==> src/rtl/core/mcg_pkg.sv <==
`timescale 1ns / 1ps
// ----------------------------------------------------------------------------
// Midpoint circle generator package
// Shared constants, action codes and the command and status structures that
// join the controller to the datapath.
// ----------------------------------------------------------------------------
package mcg_pkg;

  localparam int COORD_BITS_DEF = 10;

  localparam logic ACT_START = 1'b0;
  localparam logic ACT_STEP  = 1'b1;

  localparam int PIX_IDX_W = 4;
  localparam logic [PIX_IDX_W-1:0] HALF_IDX = 4'd7;
  localparam logic [PIX_IDX_W-1:0] LAST_IDX = 4'd15;

  localparam int DEC_INIT    = 3;
  localparam int DEC_STEP_X  = 6;
  localparam int DEC_STEP_XY = 10;

  typedef struct packed {
    logic                 load_start;
    logic                 clear_active;
    logic                 emit;
    logic [PIX_IDX_W-1:0] idx;
  } mcg_cmd_t;

  typedef struct packed {
    logic active;
    logic x_lt_y;
    logic out_busy;
  } mcg_status_t;

endpackage

==> src/rtl/core/mcg_in_if.sv <==
`timescale 1ns / 1ps
// ----------------------------------------------------------------------------
// Midpoint circle generator command channel
// Valid/ready channel carrying start and step items.
// ----------------------------------------------------------------------------
interface mcg_in_if #(
  parameter int COORD_BITS = mcg_pkg::COORD_BITS_DEF
);
  logic                  valid;
  logic                  ready;
  logic                  action;
  logic [COORD_BITS-1:0] center_x;
  logic [COORD_BITS-1:0] center_y;
  logic [COORD_BITS-2:0] radius;

  modport source (output valid, output action, output center_x, output center_y,
                  output radius, input ready);
  modport sink (input valid, input action, input center_x, input center_y,
                input radius, output ready);
endinterface

==> src/rtl/core/mcg_out_if.sv <==
`timescale 1ns / 1ps
// ----------------------------------------------------------------------------
// Midpoint circle generator pixel channel
// Valid/ready channel carrying one plotted pixel per item.
// ----------------------------------------------------------------------------
interface mcg_out_if #(
  parameter int COORD_BITS = mcg_pkg::COORD_BITS_DEF
);
  logic                         valid;
  logic                         ready;
  logic signed [COORD_BITS+1:0] pixel_x;
  logic signed [COORD_BITS+1:0] pixel_y;
  logic                         last;
  logic                         done_res;

  modport source (output valid, output pixel_x, output pixel_y, output last,
                  output done_res, input ready);
  modport sink (input valid, input pixel_x, input pixel_y, input last,
                input done_res, output ready);
endinterface

==> src/rtl/core/mcg_ctrl.sv <==
`timescale 1ns / 1ps
// ----------------------------------------------------------------------------
// Midpoint circle generator controller
// Accepts command items and sequences the sixteen pixel emissions of a step.
// ----------------------------------------------------------------------------
module mcg_ctrl (
  input  logic                clk,
  input  logic                rst,
  input  logic                in_valid,
  input  logic                in_action,
  output logic                in_ready,
  input  mcg_pkg::mcg_status_t status,
  output mcg_pkg::mcg_cmd_t    cmd
);

  typedef enum logic [1:0] {
    ST_IDLE = 2'b01,
    ST_RUN  = 2'b10
  } state_t;

  state_t                        state;
  state_t                        state_next;
  logic [mcg_pkg::PIX_IDX_W-1:0] idx;
  logic [mcg_pkg::PIX_IDX_W-1:0] idx_next;
  logic                          accept;

  assign in_ready = (state == ST_IDLE);
  assign accept   = in_valid && in_ready;

  always_comb begin
    state_next       = state;
    idx_next         = idx;
    cmd.load_start   = 1'b0;
    cmd.clear_active = 1'b0;
    cmd.emit         = 1'b0;
    cmd.idx          = idx;
    unique case (state)
      ST_IDLE: begin
        if (accept) begin
          if (in_action == mcg_pkg::ACT_START) begin
            cmd.load_start = 1'b1;
          end else if (status.active) begin
            if (status.x_lt_y) begin
              state_next = ST_RUN;
              idx_next   = '0;
            end else begin
              cmd.clear_active = 1'b1;
            end
          end
        end
      end
      ST_RUN: begin
        if (!status.out_busy) begin
          cmd.emit = 1'b1;
          if (idx == mcg_pkg::LAST_IDX) begin
            state_next = ST_IDLE;
          end else begin
            idx_next = idx + 1'b1;
          end
        end
      end
      default: begin
        state_next = ST_IDLE;
      end
    endcase
  end

  always_ff @(posedge clk) begin
    if (rst) begin
      state <= ST_IDLE;
      idx   <= '0;
    end else begin
      state <= state_next;
      idx   <= idx_next;
    end
  end

endmodule

==> src/rtl/core/mcg_dp.sv <==
`timescale 1ns / 1ps
// ----------------------------------------------------------------------------
// Midpoint circle generator datapath
// Holds the centre, octant point and decision value, forms the symmetric
// pixels and drives the registered pixel output.
// ----------------------------------------------------------------------------
module mcg_dp #(
  parameter int COORD_BITS = mcg_pkg::COORD_BITS_DEF
) (
  input  logic                  clk,
  input  logic                  rst,
  input  logic [COORD_BITS-1:0] center_x,
  input  logic [COORD_BITS-1:0] center_y,
  input  logic [COORD_BITS-2:0] radius,
  input  mcg_pkg::mcg_cmd_t     cmd,
  output mcg_pkg::mcg_status_t  status,
  mcg_out_if.source             pix
);

  localparam int PIX_W = COORD_BITS + 2;
  localparam int DEC_W = COORD_BITS + 4;

  logic [COORD_BITS-1:0]   center_col;
  logic [COORD_BITS-1:0]   center_row;
  logic [COORD_BITS-1:0]   octant_x;
  logic [COORD_BITS-1:0]   octant_y;
  logic signed [DEC_W-1:0] decision;
  logic                    active;

  logic                    out_valid;
  logic [PIX_W-1:0]        out_x;
  logic [PIX_W-1:0]        out_y;
  logic                    out_last;
  logic                    out_done;

  logic [COORD_BITS-1:0]   x_inc;
  logic [COORD_BITS-1:0]   y_dec;
  logic signed [DEC_W-1:0] dec_plus_x;
  logic signed [DEC_W-1:0] dec_plus_xy;
  logic signed [DEC_W-1:0] dec_init;
  logic                    x_lt_y;
  logic                    is_last;
  logic                    is_half;
  logic [COORD_BITS-1:0]   sel_a;
  logic [COORD_BITS-1:0]   sel_b;
  logic [PIX_W-1:0]        off_a;
  logic [PIX_W-1:0]        off_b;
  logic [PIX_W-1:0]        pix_x_calc;
  logic [PIX_W-1:0]        pix_y_calc;

  assign x_lt_y  = (octant_x < octant_y);
  assign is_last = (cmd.idx == mcg_pkg::LAST_IDX);
  assign is_half = (cmd.idx == mcg_pkg::HALF_IDX);

  assign x_inc       = octant_x + 1'b1;
  assign y_dec       = octant_y - 1'b1;
  assign dec_plus_x  = decision + (DEC_W'(x_inc) <<< 2) + DEC_W'(mcg_pkg::DEC_STEP_X);
  assign dec_plus_xy = decision + ((DEC_W'(x_inc) - DEC_W'(y_dec)) <<< 2)
                       + DEC_W'(mcg_pkg::DEC_STEP_XY);
  assign dec_init    = DEC_W'(mcg_pkg::DEC_INIT) - (DEC_W'(radius) <<< 1);

  assign sel_a      = cmd.idx[2] ? octant_y : octant_x;
  assign sel_b      = cmd.idx[2] ? octant_x : octant_y;
  assign off_a      = cmd.idx[0] ? (PIX_W'(0) - PIX_W'(sel_a)) : PIX_W'(sel_a);
  assign off_b      = cmd.idx[1] ? (PIX_W'(0) - PIX_W'(sel_b)) : PIX_W'(sel_b);
  assign pix_x_calc = PIX_W'(center_col) + off_a;
  assign pix_y_calc = PIX_W'(center_row) + off_b;

  assign status.active   = active;
  assign status.x_lt_y   = x_lt_y;
  assign status.out_busy = out_valid && !pix.ready;

  assign pix.valid    = out_valid;
  assign pix.pixel_x  = $signed(out_x);
  assign pix.pixel_y  = $signed(out_y);
  assign pix.last     = out_last;
  assign pix.done_res = out_done;

  always_ff @(posedge clk) begin
    if (rst) begin
      center_col <= '0;
      center_row <= '0;
      octant_x   <= '0;
      octant_y   <= '0;
      decision   <= '0;
    end else if (cmd.load_start) begin
      center_col <= center_x;
      center_row <= center_y;
      octant_x   <= '0;
      octant_y   <= COORD_BITS'(radius);
      decision   <= dec_init;
    end else if (cmd.emit && is_half) begin
      octant_x <= x_inc;
      if (decision < 0) begin
        decision <= dec_plus_x;
      end else begin
        octant_y <= y_dec;
        decision <= dec_plus_xy;
      end
    end
  end

  always_ff @(posedge clk) begin
    if (rst) begin
      active <= 1'b0;
    end else if (cmd.load_start) begin
      active <= 1'b1;
    end else if (cmd.clear_active) begin
      active <= 1'b0;
    end else if (cmd.emit && is_last && !x_lt_y) begin
      active <= 1'b0;
    end
  end

  always_ff @(posedge clk) begin
    if (rst) begin
      out_valid <= 1'b0;
    end else if (cmd.emit) begin
      out_valid <= 1'b1;
    end else if (pix.ready) begin
      out_valid <= 1'b0;
    end
  end

  always_ff @(posedge clk) begin
    if (cmd.emit) begin
      out_x    <= pix_x_calc;
      out_y    <= pix_y_calc;
      out_last <= is_last;
      out_done <= is_last && !x_lt_y;
    end
  end

endmodule

==> src/rtl/core/midpoint_circle_generator.sv <==
`timescale 1ns / 1ps
// ----------------------------------------------------------------------------
// Midpoint circle generator
// Rasterises circles by the midpoint method with eight-way symmetry.
// ----------------------------------------------------------------------------
// A start item loads the centre and radius and produces no pixels. A step
// item on an active circle whose octant point has x below y produces
// sixteen pixel items, the eight symmetric pixels of the current octant
// point and then those of the next, one per cycle from a single output
// register while the pixel channel does not stall, and the next command
// item is taken once the sixteenth pixel sits in the output register.
// The last pixel of a step is marked, and done_res marks it as well when
// the circle is complete; further steps then produce nothing until the
// next start.
module midpoint_circle_generator #(
  parameter int COORD_BITS = mcg_pkg::COORD_BITS_DEF
) (
  input logic        clk,
  input logic        rst,
  mcg_in_if.sink     cmd,
  mcg_out_if.source  pix
);

  mcg_pkg::mcg_cmd_t    dp_cmd;
  mcg_pkg::mcg_status_t dp_status;
  logic                 in_ready;

  assign cmd.ready = in_ready;

  mcg_ctrl u_ctrl (
    .clk       (clk),
    .rst       (rst),
    .in_valid  (cmd.valid),
    .in_action (cmd.action),
    .in_ready  (in_ready),
    .status    (dp_status),
    .cmd       (dp_cmd)
  );

  mcg_dp #(
    .COORD_BITS (COORD_BITS)
  ) u_dp (
    .clk      (clk),
    .rst      (rst),
    .center_x (cmd.center_x),
    .center_y (cmd.center_y),
    .radius   (cmd.radius),
    .cmd      (dp_cmd),
    .status   (dp_status),
    .pix      (pix)
  );

endmodule

==> src/flat_wrapper.sv <==
// flat-port wrapper written by rule: the top's interface ports become plain ports
module midpoint_circle_generator_flat 
#(
  parameter int COORD_BITS = mcg_pkg::COORD_BITS_DEF
)
  (clk, rst, cmd_valid, cmd_action, cmd_center_x, cmd_center_y, cmd_radius, cmd_ready, pix_valid, pix_pixel_x, pix_pixel_y, pix_last, pix_done_res, pix_ready);
  mcg_in_if #(.COORD_BITS(COORD_BITS)) cmd_i ();
  mcg_out_if #(.COORD_BITS(COORD_BITS)) pix_i ();
  input logic clk;
  input logic rst;
  input wire logic [$bits(cmd_i.valid)-1:0] cmd_valid;
  input wire logic [$bits(cmd_i.action)-1:0] cmd_action;
  input wire logic [$bits(cmd_i.center_x)-1:0] cmd_center_x;
  input wire logic [$bits(cmd_i.center_y)-1:0] cmd_center_y;
  input wire logic [$bits(cmd_i.radius)-1:0] cmd_radius;
  output wire logic [$bits(cmd_i.ready)-1:0] cmd_ready;
  output wire logic [$bits(pix_i.valid)-1:0] pix_valid;
  output wire logic [$bits(pix_i.pixel_x)-1:0] pix_pixel_x;
  output wire logic [$bits(pix_i.pixel_y)-1:0] pix_pixel_y;
  output wire logic [$bits(pix_i.last)-1:0] pix_last;
  output wire logic [$bits(pix_i.done_res)-1:0] pix_done_res;
  input wire logic [$bits(pix_i.ready)-1:0] pix_ready;
  assign cmd_i.valid = cmd_valid;
  assign cmd_i.action = cmd_action;
  assign cmd_i.center_x = cmd_center_x;
  assign cmd_i.center_y = cmd_center_y;
  assign cmd_i.radius = cmd_radius;
  assign cmd_ready = cmd_i.ready;
  assign pix_valid = pix_i.valid;
  assign pix_pixel_x = pix_i.pixel_x;
  assign pix_pixel_y = pix_i.pixel_y;
  assign pix_last = pix_i.last;
  assign pix_done_res = pix_i.done_res;
  assign pix_i.ready = pix_ready;
  midpoint_circle_generator #(.COORD_BITS(COORD_BITS)) u_core (.clk(clk), .rst(rst), .cmd(cmd_i), .pix(pix_i));
endmodule
==> config.mk <==
export PLATFORM = sky130hd
export DESIGN_NAME = midpoint_circle_generator_flat
export DESIGN_NICKNAME = d
export VERILOG_FILES = /design/src/rtl/core/mcg_pkg.sv /design/src/rtl/core/mcg_in_if.sv /design/src/rtl/core/mcg_out_if.sv /design/src/rtl/core/mcg_ctrl.sv /design/src/rtl/core/mcg_dp.sv /design/src/rtl/core/midpoint_circle_generator.sv /design/src/flat_wrapper.sv
export SDC_FILE = /design/constraint.sdc
export NUM_CORES = 1
export LEC_CHECK = 0
export ABC_AREA = 1
export BUFFER_PORTS_ARGS = -buffer_cell sky130_fd_sc_hd__buf_2
export CAP_MARGIN = 20
export CORE_MARGIN = 1.5
export CORE_UTILIZATION = 60
export CTS_BUF_LIST = sky130_fd_sc_hd__clkbuf_2
export CTS_CLUSTER_DIAMETER = 120
export DETAILED_ROUTE_END_ITERATION = 8
export GPL_ROUTABILITY_DRIVEN = 1
export GPL_TIMING_DRIVEN = 0
export PLACE_DENSITY = 0.87
export SLEW_MARGIN = 25
export SYNTH_ARGS = -nofsm -noshare
export SYNTH_HDL_FRONTEND = slang
export SYNTH_SLANG_ARGS = --single-unit
export TNS_END_PERCENT = 10
==> constraint.sdc <==
create_clock -name clk -period 4.3 [get_ports clk]
set_input_delay 0.43 -clock clk [delete_from_list [all_inputs] [get_ports clk]]
set_output_delay 0.43 -clock clk [all_outputs]
set_load 0.005 [all_outputs]
==> qor.txt <==
Nets -> 1,237
Max cap viols -> 0
H-tree Lvls -> 3
Leak pwr -> 3.98 nW
Clock transition at path regs -> 0.28 ns
Slew HR -> 50.7%
P per Cell Area -> 385 nW/um^2
Required time worst endpoint -> 4.87 ns
Final Non-Filler Cells -> 1,268
Least-Margin Pin Slew -> 0.738 ns
Die Area -> 13,000 um^2
Post-Place Cells -> 1,242
Post-synthesis cell area -> 7400 um^2
Final wirelength -> 18,800 um
CP Buf/Inv Count -> 2
CTS Buf Count -> 9
Crit path largest cell delay -> 0.44 ns
Peak Freq -> 252 MHz
Routed Antenna Nets -> 0
Post-synth EDFFs -> 26
Largest net degree at the start of global routing -> 28
Initial Util -> 61.6%
Worst Path Class, Setup -> flip-flop to flip-flop
Synthesized netlist cell count -> 1,034
Worst path arrival time -> 4.53 ns
Synthesis-stage register bit count -> 87
Critical Path Most Common Cell -> nand2_1
Fill cells -> 1,023
Status -> finished clean
Area grow syn2layout -> 10.1%
# setup viols final -> 0
Worst path slowest cell -> dfxtp_4
Port Buffers -> 61
Vias in the first global route -> 6,686
Hold Crit Start -> cmd_center_y[3]
Register area share after synthesis -> 27.1%
WL per Instance -> 14.8 um
Root Buffer -> clkbuf_2
Largest area contributor in the netlist -> dfxtp_1
First-pass DRT Iterations -> 8
I/O pin total -> 62
Internal power -> 1.66 mW
Reg2reg setup slack -> 0.34 ns
Worst hold margin -> 0.00623 ns
Worst vdd ir -> 209 uV
Clock network power share -> 13.0%
Synth Flop Type -> dfxtp_1
Clock Path Buffers -> 2
Vias/cell -> 5.64
Tcrit/Tclk final -> 92.1%
Initial antenna violation count -> 1
Peak fanout along the critical path -> 5
First-pass GRT wire length -> 30,100 um
Core Region -> 12,000 um^2
Row Count -> 40
CP Capture Type -> flip-flop
Avg Cell Area, Syn -> 7.16 um^2
Startpoint Class -> flip-flop
Fin. max-slew vios -> 0
Fin worst setup slack -> 0.338 ns
Worst hold path type -> primary input to flip-flop
Post-route DRC violation count -> 0
Via count -> 7,150
Sw Pwr -> 1.48 mW
Largest cells by area after synthesis -> dfxtp_1 17%, ha_1 14%, edfxtp_1 11%
Final hold vios -> 0
Clock sinks -> 87
Gr usage total -> 29.4%
Post-placement setup slack -> -0.122 ns
Routability-driven placement congestion ratio -> 0.916
Comb pwr share -> 53.6%
Yosys cell types -> 51
Delay-heaviest family, CP -> simple AND/OR/NAND/NOR gates
FFs w/ async S/R, synth -> 0%
Die Span X -> 114 um
Synth warnings -> 0
Layout cells sized above 1 -> 15.7%
Area share of the leading cell type in the synthesized netlist -> 16.5%
Worst Setup SP -> u_core.u_dp.octant_x[1]$_SDFFE_PP0P_
Sw Share -> 47.1%
Reg-to-Reg Start -> u_core.u_dp.octant_x[1]$_SDFFE_PP0P_
DRT iter0 DRCs -> 548
Synth Net Count -> 1,156
Post-detailed-placement half-perimeter wirelength -> 14,700 um
CTS tree -> built
GR Overflow Total -> 0
Sequential share of power -> 33.3%
Die Ht -> 114 um
Layout Utilization -> 67.8%
Skew final -> 0.0390 ns
Clock Latency Late Sink -> 0.62 ns
Tmin final -> 3.96 ns
[cells in the final DEF (no fill, tap or decap), drive strengths merged, types with 13 or more instances in the layout]
| cell | instances |
|---|---|
| xor2 | 30 |
| nand2 | 219 |
| buf | 80 |
| a31oi | 13 |
| nor2 | 109 |
| nor3 | 18 |
| dfxtp | 61 |
| inv | 137 |
| edfxtp | 26 |
| ha | 83 |
| nand3 | 48 |
| o21ai | 102 |
| xnor2 | 21 |
| a21oi | 80 |
| clkbuf | 22 |
[tightest hold or removal path: stages]
cell	delay, ns
buf_2	0.08
nor2_1	0.04
nor2_1	0.08
[cell type report]
class,instances,area [um^2],area share (%)
buffer,24,114,1.40
clock buffer,9,45.0,0.553
clock inverter,7,56.3,0.691
multi-input combinational,785,4820,59.2
antenna,1,2.50,0.0307
inverter,137,517,6.35
timing repair buffer,71,385,4.73
tap,147,184,2.26
sequential,87,2020,24.8
[repair_timing]
item | 4_1_cts | 5_1_grt
hold buffers | 2 | 0
buffers inserted | 0 | 8
hold endpoints to repair | 2 | 0
pin swaps | 0 | 3
endpoints found under the setup margin | 1 | 2
resized for setup | 2 | 16
[registers in the layout (all words and copies together), names as in the netlist]
signal,flops
u_core.u_ctrl.idx,4
u_core.u_ctrl.state,2
u_core.u_dp.active,1
u_core.u_dp.center_col,10
u_core.u_dp.center_row,10
u_core.u_dp.decision,13
u_core.u_dp.octant_x,10
u_core.u_dp.octant_y,10
u_core.u_dp.pix.done_res,1
u_core.u_dp.pix.last,1
u_core.u_dp.pix.pixel_x,12
u_core.u_dp.pix.pixel_y,12
u_core.u_dp.pix.valid,1
[cell families (layout without fill, tap and decap cells)]
| logic type | count (synthesis) | count (layout) | share of synthesized area [%] |
|---|---|---|---|
| flops | 87 | 87 | 27.1 |
| xor+xnor | 51 | 51 | 6.04 |
| buf+inv | 162 | 248 | 8.54 |
| simple gates | 419 | 419 | 25.9 |
| fa+ha+maj | 88 | 88 | 15.4 |
| other cells | 0 | 1 | 0 |
| compound gates | 227 | 227 | 17.1 |
[per-stage QoR]
stage	power (mW)	setup TNS (ns)	area [um^2]
final	3.14	0	8140
after detailed placement	2.66	-0.122	7890
after floorplan	2.29	0	7400
after CTS	3.06	0	8020
after global placement	2.61	0	7890
after global routing	3.39	-0.00554	8140
[per-layer routing]
| layer | wire [um] | up-vias | global-route usage [%] |
|---|---|---|---|
| li1 | - | 3623 | - |
| met1 | 7920 | 3219 | 34.4 |
| met2 | 8960 | 249 | 52.0 |
| met3 | 1080 | 59 | 3.88 |
| met4 | 834 | 0 | 16.3 |
| met5 | 0 | - | 0 |
[power by group through the flow]
stage,sequential [mW],combinational [mW],clock [mW]
after floorplan,1.04,1.25,0
after CTS,1.04,1.61,0.407
after global routing,1.06,1.90,0.439
final,1.05,1.68,0.409
after global placement,1.06,1.55,0
after detailed placement,1.06,1.60,0
[synth_stat cells, types with 10 or more instances]
| library cell | count |
|---|---|
| ha_1 | 83 |
| xor2_1 | 30 |
| nand2_2 | 21 |
| edfxtp_1 | 26 |
| clkbuf_1 | 14 |
| nor3_1 | 16 |
| inv_1 | 122 |
| dfxtp_1 | 61 |
| xnor2_1 | 21 |
| a21oi_1 | 78 |
| o21ai_0 | 94 |
| nand3_1 | 44 |
| inv_2 | 13 |
| nand4_1 | 10 |
| nor2_1 | 94 |
| nand2_1 | 196 |
| a31oi_1 | 13 |
[worst paths after layout]
kind	end	cells after the start
hold / removal	u_core.u_dp.center_row[3]$_SDFFE_PP0P_	3
hold reg to reg	u_core.u_dp.decision[2]$_SDFFE_PP0P_	2
setup reg to reg	u_core.u_dp.decision[13]$_SDFFE_PP0P_	27
setup / recovery	u_core.u_dp.decision[13]$_SDFFE_PP0P_	27
Power figures use the tool's default switching activity.
